## src/hdl/text_feature_hasher_top_assert.svh

```systemverilog
// Assertion macros for the text feature hasher.
// Included by the top level; expects clk_i and rst_ni in scope.
`ifndef TEXT_FEATURE_HASHER_TOP_ASSERT_SVH
`define TEXT_FEATURE_HASHER_TOP_ASSERT_SVH
`ifndef SYNTHESIS
`define TFH_ASSERT(name, prop, msg) \
  name: assert property (@(posedge clk_i) disable iff (!rst_ni) (prop)) else $error(msg);
`define TFH_ASSERT_NEXT(name, ante, cons, msg) \
  name: assert property (@(posedge clk_i) disable iff (!rst_ni) (ante) |=> (cons)) \
    else $error(msg);
`else
`define TFH_ASSERT(name, prop, msg)
`define TFH_ASSERT_NEXT(name, ante, cons, msg)
`endif
`endif

```

## src/hdl/tfh_pkg.sv

```systemverilog
// Shared types and constants of the text feature hasher.
// Used by the front, queue, back and top level modules.
package tfh_pkg;

  localparam int FEAT_W = 18;
  localparam int QUEUE_DEPTH = 4;
  localparam int QPTR_W = 2;
  localparam int QCNT_W = 3;

  localparam int HASH_SEED = 17;
  localparam logic [7:0] GROUP_MARK = 8'h7C;
  localparam logic [7:0] NUL_BYTE = 8'h00;
  localparam logic [7:0] CH_SPACE = 8'h20;
  localparam logic [7:0] CH_TAB = 8'h09;
  localparam logic [7:0] CH_CR = 8'h0D;
  localparam logic [7:0] CH_PLUS = 8'h2B;
  localparam logic [7:0] CH_ZERO = 8'h30;
  localparam logic [7:0] CH_ONE = 8'h31;
  localparam logic [7:0] CH_NINE = 8'h39;
  localparam logic [7:0] DELIM_RESET = 8'h20;

  typedef enum logic {
    REC_FEATURE = 1'b0,
    REC_END     = 1'b1
  } rec_kind_e;

  typedef struct packed {
    logic              has_feat;
    logic [FEAT_W-1:0] feat_idx;
    logic              eol;
    logic              label;
  } tfh_event_t;

  function automatic logic is_space(input logic [7:0] b);
    return (b == CH_SPACE) || (b >= CH_TAB && b <= CH_CR);
  endfunction

  function automatic logic is_digit(input logic [7:0] b);
    return (b >= CH_ZERO) && (b <= CH_NINE);
  endfunction

  function automatic logic label_of(input logic [7:0] b0, input logic [7:0] b1);
    logic r;
    r = 1'b0;
    if (is_space(b0) || b0 == CH_PLUS) begin
      r = (b1 == CH_ONE);
    end else if (is_digit(b0)) begin
      if (is_digit(b1)) begin
        r = (b0 == CH_ZERO) && (b1 == CH_ONE);
      end else begin
        r = (b0 == CH_ONE);
      end
    end
    return r;
  endfunction

endpackage

```

## src/hdl/tfh_front.sv

```systemverilog
// Front part: accepts bytes, tracks tokens and hashes, and emits one event
// per byte that causes results. Depends on tfh_pkg.
module tfh_front import tfh_pkg::*; #(
  parameter int HASH_BITS = 18
) (
  input  logic       clk_i,
  input  logic       rst_ni,
  input  logic       accept_i,
  input  logic [7:0] char_byte_i,
  input  logic       end_of_line_i,
  input  logic       cfg_we_i,
  input  logic [7:0] cfg_wdata_i,
  output logic       ev_valid_o,
  output tfh_event_t ev_o
);

  localparam int WW = HASH_BITS + 8;
  localparam logic [HASH_BITS-1:0] SEED_H = HASH_BITS'(HASH_SEED);

  logic [7:0]           delim_q;
  logic [HASH_BITS-1:0] ns_q, ns_d, tok_q, tok_d;
  logic                 inside_q, inside_d, group_q, group_d;
  logic                 pending_q, pending_d, stopped_q, stopped_d;
  logic [1:0]           pos_q, pos_d;
  logic [7:0]           lead_q, lead_d;
  logic                 label_q, label_d;

  logic [HASH_BITS-1:0] hash_base, hash_next;
  logic [WW-1:0]        base_w, sx_w, sum_w;
  logic                 feat;
  logic [FEAT_W-1:0]    feat_idx;
  logic                 ev_label;

  assign hash_base = inside_q ? tok_q : ((char_byte_i == GROUP_MARK) ? SEED_H : ns_q);
  assign base_w    = WW'(hash_base);
  assign sx_w      = {{(WW-8){char_byte_i[7]}}, char_byte_i};
  assign sum_w     = (base_w << 5) - base_w + sx_w;
  assign hash_next = sum_w[HASH_BITS-1:0];

  always_comb begin
    ns_d      = ns_q;
    tok_d     = tok_q;
    inside_d  = inside_q;
    group_d   = group_q;
    pending_d = pending_q;
    stopped_d = stopped_q;
    pos_d     = pos_q;
    lead_d    = lead_q;
    label_d   = label_q;
    feat      = 1'b0;
    feat_idx  = FEAT_W'(tok_q);
    ev_label  = 1'b0;

    if (pos_q == 2'd0) begin
      lead_d = char_byte_i;
      pos_d  = 2'd1;
    end else if (pos_q == 2'd1) begin
      label_d = label_of(lead_q, char_byte_i);
      pos_d   = 2'd2;
    end

    if (!stopped_q) begin
      if (char_byte_i == NUL_BYTE || char_byte_i == delim_q) begin
        if (inside_q) begin
          inside_d = 1'b0;
          if (group_q) begin
            ns_d    = tok_q;
            group_d = 1'b0;
          end else if (pending_q) begin
            pending_d = 1'b0;
          end else begin
            feat = 1'b1;
          end
        end
        stopped_d = (char_byte_i == NUL_BYTE);
      end else begin
        inside_d = 1'b1;
        if (!inside_q && char_byte_i == GROUP_MARK) begin
          group_d = 1'b1;
        end
        tok_d = hash_next;
      end
    end

    if (end_of_line_i) begin
      if (!stopped_d && inside_d && !group_d && !pending_d) begin
        feat     = 1'b1;
        feat_idx = FEAT_W'(tok_d);
      end
      ev_label  = (pos_d == 2'd1) ? label_of(lead_d, NUL_BYTE) : label_d;
      ns_d      = SEED_H;
      tok_d     = SEED_H;
      inside_d  = 1'b0;
      group_d   = 1'b0;
      pending_d = 1'b1;
      stopped_d = 1'b0;
      pos_d     = 2'd0;
      lead_d    = 8'd0;
      label_d   = 1'b0;
    end
  end

  always_ff @(posedge clk_i or negedge rst_ni) begin
    if (!rst_ni) begin
      delim_q <= DELIM_RESET;
    end else if (cfg_we_i) begin
      delim_q <= cfg_wdata_i;
    end
  end

  always_ff @(posedge clk_i or negedge rst_ni) begin
    if (!rst_ni) begin
      ns_q      <= SEED_H;
      tok_q     <= SEED_H;
      inside_q  <= 1'b0;
      group_q   <= 1'b0;
      pending_q <= 1'b1;
      stopped_q <= 1'b0;
      pos_q     <= 2'd0;
      lead_q    <= 8'd0;
      label_q   <= 1'b0;
    end else if (accept_i) begin
      ns_q      <= ns_d;
      tok_q     <= tok_d;
      inside_q  <= inside_d;
      group_q   <= group_d;
      pending_q <= pending_d;
      stopped_q <= stopped_d;
      pos_q     <= pos_d;
      lead_q    <= lead_d;
      label_q   <= label_d;
    end
  end

  assign ev_valid_o  = accept_i && (feat || end_of_line_i);
  assign ev_o.has_feat = feat;
  assign ev_o.feat_idx = feat_idx;
  assign ev_o.eol      = end_of_line_i;
  assign ev_o.label    = ev_label;

endmodule

```

## src/hdl/tfh_queue.sv

```systemverilog
// Short event queue between the front and back parts.
// Depends on tfh_pkg for the event type and depth.
module tfh_queue import tfh_pkg::*; (
  input  logic       clk_i,
  input  logic       rst_ni,
  input  logic       wr_en_i,
  input  tfh_event_t wr_data_i,
  output logic       full_o,
  input  logic       rd_en_i,
  output tfh_event_t rd_data_o,
  output logic       empty_o
);

  tfh_event_t          mem_q [QUEUE_DEPTH];
  logic [QPTR_W-1:0]   wr_ptr_q, rd_ptr_q;
  logic [QCNT_W-1:0]   cnt_q, cnt_d;
  logic                do_wr, do_rd;

  assign full_o    = (cnt_q == QCNT_W'(QUEUE_DEPTH));
  assign empty_o   = (cnt_q == '0);
  assign do_wr     = wr_en_i && !full_o;
  assign do_rd     = rd_en_i && !empty_o;
  assign rd_data_o = mem_q[rd_ptr_q];

  always_comb begin
    cnt_d = cnt_q;
    if (do_wr && !do_rd) begin
      cnt_d = cnt_q + 1'b1;
    end else if (do_rd && !do_wr) begin
      cnt_d = cnt_q - 1'b1;
    end
  end

  always_ff @(posedge clk_i) begin
    if (do_wr) begin
      mem_q[wr_ptr_q] <= wr_data_i;
    end
  end

  always_ff @(posedge clk_i or negedge rst_ni) begin
    if (!rst_ni) begin
      wr_ptr_q <= '0;
      rd_ptr_q <= '0;
      cnt_q    <= '0;
    end else begin
      if (do_wr) begin
        wr_ptr_q <= wr_ptr_q + 1'b1;
      end
      if (do_rd) begin
        rd_ptr_q <= rd_ptr_q + 1'b1;
      end
      cnt_q <= cnt_d;
    end
  end

endmodule

```

## src/hdl/tfh_back.sv

```systemverilog
// Back part: expands each queued event into one or two result items.
// Depends on tfh_pkg for the event type and record kinds.
module tfh_back import tfh_pkg::*; (
  input  logic              clk_i,
  input  logic              rst_ni,
  input  logic              ev_valid_i,
  input  tfh_event_t        ev_i,
  output logic              ev_pop_o,
  input  logic              pop_i,
  output logic              empty_o,
  output logic              record_kind_o,
  output logic [FEAT_W-1:0] feature_index_o,
  output logic              line_label_o,
  output logic              last_of_run_o
);

  logic phase_q, phase_d;
  logic two_rec, show_feat, take;

  assign two_rec   = ev_i.has_feat && ev_i.eol;
  assign show_feat = ev_i.has_feat && !phase_q;
  assign take      = pop_i && ev_valid_i;
  assign empty_o   = !ev_valid_i;
  assign ev_pop_o  = take && (!two_rec || phase_q);

  always_comb begin
    if (show_feat) begin
      record_kind_o   = REC_FEATURE;
      feature_index_o = ev_i.feat_idx;
      line_label_o    = 1'b0;
      last_of_run_o   = !ev_i.eol;
    end else begin
      record_kind_o   = REC_END;
      feature_index_o = '0;
      line_label_o    = ev_i.label;
      last_of_run_o   = 1'b1;
    end
  end

  always_comb begin
    phase_d = phase_q;
    if (take) begin
      phase_d = two_rec && !phase_q;
    end
  end

  always_ff @(posedge clk_i or negedge rst_ni) begin
    if (!rst_ni) begin
      phase_q <= 1'b0;
    end else begin
      phase_q <= phase_d;
    end
  end

endmodule

```

## src/hdl/text_feature_hasher_top.sv

```systemverilog
// Top level of the text feature hasher: front, event queue and back part.
// Depends on tfh_pkg, tfh_front, tfh_queue, tfh_back and the assertion header.
//
//   Channel   Handshake          Payload
//   input     push / full        char_byte_i, end_of_line_i
//   result    empty / pop        record_kind_o, feature_index_o, line_label_o, last_of_run_o
//   config    cfg_we_i           cfg_wdata_i (delimiter byte)
//
// One byte is taken per cycle unless full; its event is queued before the result ports.
// A byte with a feature and a line end gives two items, each taken by its own pop.
// Full rises only when all four entries of the event queue are occupied.
// Reset is asynchronous; the delimiter returns to a space and all line state clears.
`include "text_feature_hasher_top_assert.svh"
module text_feature_hasher_top import tfh_pkg::*; #(
  parameter int HASH_BITS = 18
) (
  input  logic              clk_i,
  input  logic              rst_ni,
  input  logic              push,
  output logic              full,
  input  logic [7:0]        char_byte_i,
  input  logic              end_of_line_i,
  input  logic              cfg_we_i,
  input  logic [7:0]        cfg_wdata_i,
  output logic              empty,
  input  logic              pop,
  output logic              record_kind_o,
  output logic [FEAT_W-1:0] feature_index_o,
  output logic              line_label_o,
  output logic              last_of_run_o
);

  logic       accept;
  logic       ev_wr, ev_pop, q_empty;
  tfh_event_t ev_in, ev_head;

  assign accept = push && !full;

  tfh_front #(.HASH_BITS(HASH_BITS)) u_front (
    .clk_i        (clk_i),
    .rst_ni       (rst_ni),
    .accept_i     (accept),
    .char_byte_i  (char_byte_i),
    .end_of_line_i(end_of_line_i),
    .cfg_we_i     (cfg_we_i),
    .cfg_wdata_i  (cfg_wdata_i),
    .ev_valid_o   (ev_wr),
    .ev_o         (ev_in)
  );

  tfh_queue u_queue (
    .clk_i    (clk_i),
    .rst_ni   (rst_ni),
    .wr_en_i  (ev_wr),
    .wr_data_i(ev_in),
    .full_o   (full),
    .rd_en_i  (ev_pop),
    .rd_data_o(ev_head),
    .empty_o  (q_empty)
  );

  tfh_back u_back (
    .clk_i          (clk_i),
    .rst_ni         (rst_ni),
    .ev_valid_i     (!q_empty),
    .ev_i           (ev_head),
    .ev_pop_o       (ev_pop),
    .pop_i          (pop),
    .empty_o        (empty),
    .record_kind_o  (record_kind_o),
    .feature_index_o(feature_index_o),
    .line_label_o   (line_label_o),
    .last_of_run_o  (last_of_run_o)
  );

  `TFH_ASSERT(a_end_rec_fields,
              !empty && record_kind_o |-> feature_index_o == '0 && last_of_run_o,
              "End item with index or not last")
  `TFH_ASSERT(a_feat_no_label, !empty && !record_kind_o |-> !line_label_o,
              "Feature item carries a label")
  `TFH_ASSERT_NEXT(a_eol_queued, accept && end_of_line_i, !empty,
                   "Line end byte produced no item")
  `TFH_ASSERT_NEXT(a_feat_then_end,
                   pop && !empty && !record_kind_o && !last_of_run_o,
                   !empty && record_kind_o,
                   "Feature before line end not followed by end item")

endmodule
```

## config.mk

```make
export PLATFORM = sky130hd
export DESIGN_NAME = text_feature_hasher_top
export DESIGN_NICKNAME = d
export VERILOG_FILES = /design/src/hdl/tfh_pkg.sv /design/src/hdl/tfh_front.sv /design/src/hdl/tfh_queue.sv /design/src/hdl/tfh_back.sv /design/src/hdl/text_feature_hasher_top.sv
export VERILOG_INCLUDE_DIRS = /design/src /design/src/hdl
export SDC_FILE = /design/constraint.sdc
export NUM_CORES = 1
export LEC_CHECK = 0
export ABC_AREA = 1
export BUFFER_PORTS_ARGS = -buffer_cell sky130_fd_sc_hd__buf_4
export CORE_ASPECT_RATIO = 1.2
export CORE_MARGIN = 4
export CORE_UTILIZATION = 39
export CTS_CLUSTER_DIAMETER = 40
export DETAILED_ROUTE_END_ITERATION = 6
export PLACE_DENSITY = 0.57
export SETUP_SLACK_MARGIN = 0.1
export SYNTH_ARGS = -nofsm -noshare
export SYNTH_HDL_FRONTEND = slang
export SYNTH_HIERARCHICAL = 1
export SYNTH_SLANG_ARGS = --single-unit
```

## constraint.sdc

```tcl
create_clock -name clk_i -period 6.9 [get_ports clk_i]
set_input_delay 0.345 -clock clk_i [delete_from_list [all_inputs] [get_ports clk_i]]
set_output_delay 0.345 -clock clk_i [all_outputs]
set_load 0.005 [all_outputs]
```

* Word level (Yosys, flattened, before mapping)
Memories as Yosys holds them, arrays and structs flattened.
Cells that the tools add are included.
** Cells by class
- Add/sub/neg operators :: 6
- Magnitude comparators :: 10
- Equality and inequality tests :: 14
- Muxes and demuxes :: 58
- Reduce and logical (&&, ||, !) cells :: 47
** Operator list (count)
- 2-to-1 mux 18 bit :: 13
- == test 8 x 6 -> 1 bit, second input constant :: 8
- 2-to-1 mux 1 bit :: 38
- >= comparator 8 x 6 -> 1 bit, second input constant :: 3
- less-or-equal comparator 8 x 6 -> 1 bit, second input constant :: 3
- logical AND 1 bit :: 21
- adder 18 bit :: 1
- subtractor 18 bit :: 1
- >= comparator 8 x 4 -> 1 bit, second input constant :: 2
- less-or-equal comparator 8 x 4 -> 1 bit, second input constant :: 2
- 2-to-1 mux 8 bit :: 2
- logical NOT 1 bit :: 11
- == test 8 x 7 -> 1 bit, second input constant :: 1
- == test 8 bit :: 1
- logical NOT 8 bit :: 1
- nonzero test 2 bit :: 4
- logical OR 1 bit :: 7
- 2-to-1 mux 2 bit :: 3
- 2-to-1 mux 3 bit :: 2
- AND reduction 5 bit :: 1
- adder 2 x 1 -> 2 bit, second input constant :: 2
- == test 2 x 1 -> 1 bit, second input constant :: 2
- adder 3 x 1 -> 3 bit, second input constant :: 1
- == test 3 bit, second input constant :: 1
- 4 further kinds :: 4
** Word-level totals
- Bits in registers :: 67
- RAM bits :: 84
- Logic and storage cells :: 150
- Memories :: 1
** Memories
- u_queue.mem_q :: words 4, width 21, read ports 1, clocked after Yosys merged registers in 0, wr ports 1, line tfh_queue.sv:14 : tfh_event_t mem_q [QUEUE_DEPTH];

* Depth between registers and ports, before layout
- Word-level depth :: 17
- Gate-level depth with buffers :: 26

* Cells and area by module
Netlist, hierarchy kept.
** By module, submodules not included
- tfh_front :: instances 1, cells an instance 738, area an instance 4959.8 um2, seq. area each 1483.9 um2
- tfh_queue :: instances 1, cells an instance 306, area an instance 3897.5 um2, seq. area each 2697.6 um2
- tfh_back :: instances 1, cells an instance 53, area an instance 314.1 um2, seq. area each 25.0 um2
- text_feature_hasher_top :: instances 1, cells an instance 3, area an instance 13.8 um2, seq. area each 0.0 um2

* Least setup slack after synthesis
OpenSTA, ideal clock, no wires.
- Kind :: in2reg
- From :: input char_byte_i[7]
- To :: memory u_queue/mem_q[0][17] in the netlist's numbering (data pin)
- Arrival :: 3.055 ns
- Setup slack :: 3.700 ns
- Stages on the path :: 21
- Buffers on the path :: 1
- Path through :: buf_6 inv_2 nand2_1 nor2_2 nand2_2 nand3_1 o21ai_0 fa_1 inv_1 ha_1 nand2_1 inv_1 a21oi_1 nor2_1 nor2_1 nand2_1 nand2_1 nand2_1 a21boi_0 nand2_1 nand2_1
** RTL lines
- start, declared :: line text_feature_hasher_top.sv:21 : input logic [7:0] char_byte_i,
- end, declared :: line tfh_queue.sv:14

==> impl_metrics.py <==
metrics = {
    "outcome": {
        "status": "complete, no violations",
    },
    "sta": {
        "fin_skew_ps": 12.1,
        "min_period_over_period_pct": 63.2,
        "grt_setup_unrepaired": "no",
        "tns_ps": 0,
        "fmax_mhz": 229,
        "drv_slew": 0,
        "holdWs_ps": 31.9,
        "fin_crit_ps": 4360,
        "relSlewSlack_pct": 38.7,
        "setup-violations-final": 0,
        "hold_viol": 0,
        "tightest_slew_ps": 919,
    },
    "finish": {
        "antenna_cells": 0,
        "nets": 1196,
        "area_delta_synth_final_pct": 11.9,
        "drive_above_1_share_pct": 13.8,
        "nFillCells": 2380,
    },
    "synthesis": {
        "ys_seq_elements": 151,
        "syn_nets": 1164,
        "synth-edff-count": 84,
        "synthCells": 1100,
        "synth_cell_types": 43,
        "yosysTopAreaCellShare_pct": 27.5,
        "yosysWarnings": 6,
        "ys_top_cells_by_count": "nand2_1, inv_1, edfxtp_1, o21ai_0, dfrtp_1",
        "synthTopCellsByArea": "edfxtp_1, dfrtp_1, nand2_1",
        "seq_area_frac_synth_pct": 45.8,
        "avgSynthCellArea_um2": 8.35,
        "synthesis.area_mm2": 0.00919,
        "synth_flop_cell": "edfxtp_1",
        "yosysMostFrequentCell": "nand2_1",
        "yosys.area.top_type": "edfxtp_1",
        "async_flop_share_pct": 44.4,
    },
    "power": {
        "pwr_density_cell_mw_per_mm2": 424,
        "p_total_mw": 4.36,
        "ir_drop_mv": 0.234,
        "p_leak_nw": 4.90,
    },
    "cts": {
        "cts-root-buf": "clkbuf_16",
        "cts_tree": "built",
        "cts_resized": 0,
        "clk_pin_slew_ps": 60,
        "cts.path.max_buffers": 2,
        "h-tree-depth": 4,
        "cts_hold_buf": 0,
        "cts_setup_buffers": 0,
        "clk_latency_ps": 430,
        "cts.sinks": 151,
        "numCtsBuffers": 17,
    },
    "global_routing": {
        "grt_util_all_layers_pct": 17.5,
        "grt_pass1_vias": 6719,
        "grt_antenna_before_repair": 0,
        "grt_max_degree": 68,
        "grt-ovfl-total": 0,
        "grt_pass1_wl_um": 35700,
    },
    "worst_setup_path": {
        "rrSetupSlack_ps": 2540,
        "path_max_fanout": 26,
        "rr_endpoint": "u_queue/mem_q[1][17]$_DFFE_PP_",
        "max_stage_delay_ps": 590,
        "crit_type": "flip-flop to flip-flop",
        "cp_top_family": "compound AO/OA/AOI/OAI gates",
        "cp-start-kind": "flip-flop",
        "cp_slowest_cell": "dfrtp_1",
        "cp.arrival_ps": 4640,
        "cp_num_buf_inv": 4,
        "cp_cell_sequence": "inv_1 -> nand2_1 -> o21ai_0 -> inv_1 -> fa_1 -> inv_1 -> ha_1 -> nand2_1 -> inv_1 -> a21oi_1 -> nor2_1 -> nor2_1 -> nand2_1 -> nand2_1 -> nand2_1 -> a21boi_0 -> nand2_1 -> nand2_1",
        "crit_required_ps": 7170,
        "startpoint": "u_front/inside_q$_DFFE_PN0P_",
        "r2r-start": "u_front/inside_q$_DFFE_PN0P_",
        "critical_path.endpoint_type": "flip-flop",
        "crit_path_frequent_cell": "nand2_1",
        "reg2reg_depth": 18,
    },
    "floorplanning": {
        "num_rows": 61,
        "io-pin-count": 45,
        "start_util_pct": 39.6,
        "die-area_mm2": 0.0261,
        "die_y_um": 176,
        "die_w_um": 148,
        "core_mm2": 0.0232,
    },
    "job": {
        "max_cap_viol_count": 0,
    },
    "drt": {
        "via_per_inst": 4.83,
        "wl_per_cell_um": 15.1,
        "wirelength_um": 22000,
        "firstDrtPassIters": 5,
        "drc": 0,
        "drtIter0Drc": 409,
        "via_count": 7049,
        "final_antenna_net_count": 0,
    },
    "min_path": {
        "hold_path_class": "input port to async pin",
    },
    "place": {
        "hpwl_um": 16200,
        "gp_congestion": 0.900,
        "io_buffers": 44,
    },
}
worst max path at each step:
| stage | end | cells after the start |
|---|---|---|
| global route | u_queue/mem_q[1][17]$_DFFE_PP_ | 18 |
| floorplan | u_queue/mem_q[0][17]$_DFFE_PP_ | 21 |
| CTS | u_queue/mem_q[1][17]$_DFFE_PP_ | 18 |
| finish | u_queue/mem_q[1][17]$_DFFE_PP_ | 18 |
| detailed placement | u_queue/mem_q[1][17]$_DFFE_PP_ | 18 |
| global placement | u_queue/mem_q[1][17]$_DFFE_PP_ | 18 |
area by class of cell:
class                      count  area, µm²  share of cell area, %
inverter                     213        802                   7.80
clock inverter                14        118                   1.14
multi-input combinational    697       3930                   38.2
tap                          315        394                   3.83
sequential                   151       4210                   40.9
clock buffer                  18        439                   4.27
timing repair buffer          52        390                   3.80
logic make-up (layout without fill, tap and decap cells):
group | count (synthesis) | in the layout | share of synthesized area (%)
simple gates | 475 | 475 | 22.4
buf+inv | 252 | 297 | 11.5
compound gates | 165 | 165 | 11.8
flops | 151 | 151 | 45.8
fa+ha+maj | 42 | 42 | 6.87
xor+xnor | 12 | 12 | 1.23
mux | 3 | 3 | 0.368
metal layers:
metal  up-vias  track usage (%)  wire [µm]
li1       3580                -          -
met1      3308             22.4       9850
met2       139             30.7      11000
met3        22             3.06        815
met4         0             4.31        292
met5         -                0          0
flip-flops by register name (all words and copies together) (netlist names), 2 cells and up:
signal and flops:
u_queue/mem_q 84, u_front/ns_q 18, u_front/tok_q 18, u_front/pos_q 2, u_queue/wr_ptr_q 2, u_queue/rd_ptr_q 2, u_front/delim_q 8, u_queue/cnt_q 3
u_front/lead_q 8
worst register-to-register path: stages (launching register included):
cell and delay, ps:
dfrtp_1 590, inv_1 580, nand2_1 100, o21ai_0 500, inv_1 130, fa_1 500
inv_1 50, ha_1 370, nand2_1 150, inv_1 50, a21oi_1 240, nor2_1 70
nor2_1 120, nand2_1 60, nand2_1 60, nand2_1 100, a21boi_0 310, nand2_1 100
nand2_1 130
report_power, final:
group	switching (mW)	leakage [nW]	total [mW]	internal, mW
logic	1.45	3.00	2.21	0.756
clock network	0.394	0.259	0.872	0.478
registers	0.107	1.64	1.28	1.17
per-stage QoR:
step	std cells	setup slack, ps	area, µm²	utilization (%)
after floorplan	1100	3700	9190	-
after global placement	1428	2620	9720	41.9
after detailed placement	1428	2620	9720	41.9
after CTS	1460	2590	10300	44.3
after global routing	1460	2120	10300	44.3
final	1460	2540	10300	44.3
layout by cell type (no fill, tap or decap), drive strengths merged, types with 2 or more instances in the layout:
master,n
and2,3
o22ai,20
clkbuf,18
a21oi,22
clkinvlp,5
clkinv,4
inv,218
buf,52
nor3,9
fa,14
nand2,327
nand4,11
o21bai,2
dfstp,6
nand3,53
dfrtp,61
nor2,68
mux2,3
o21a,3
o21ai,71
o211ai,46
edfxtp,84
xnor2,9
xor2,3
ha,28
Power figures use the tool's default switching activity.
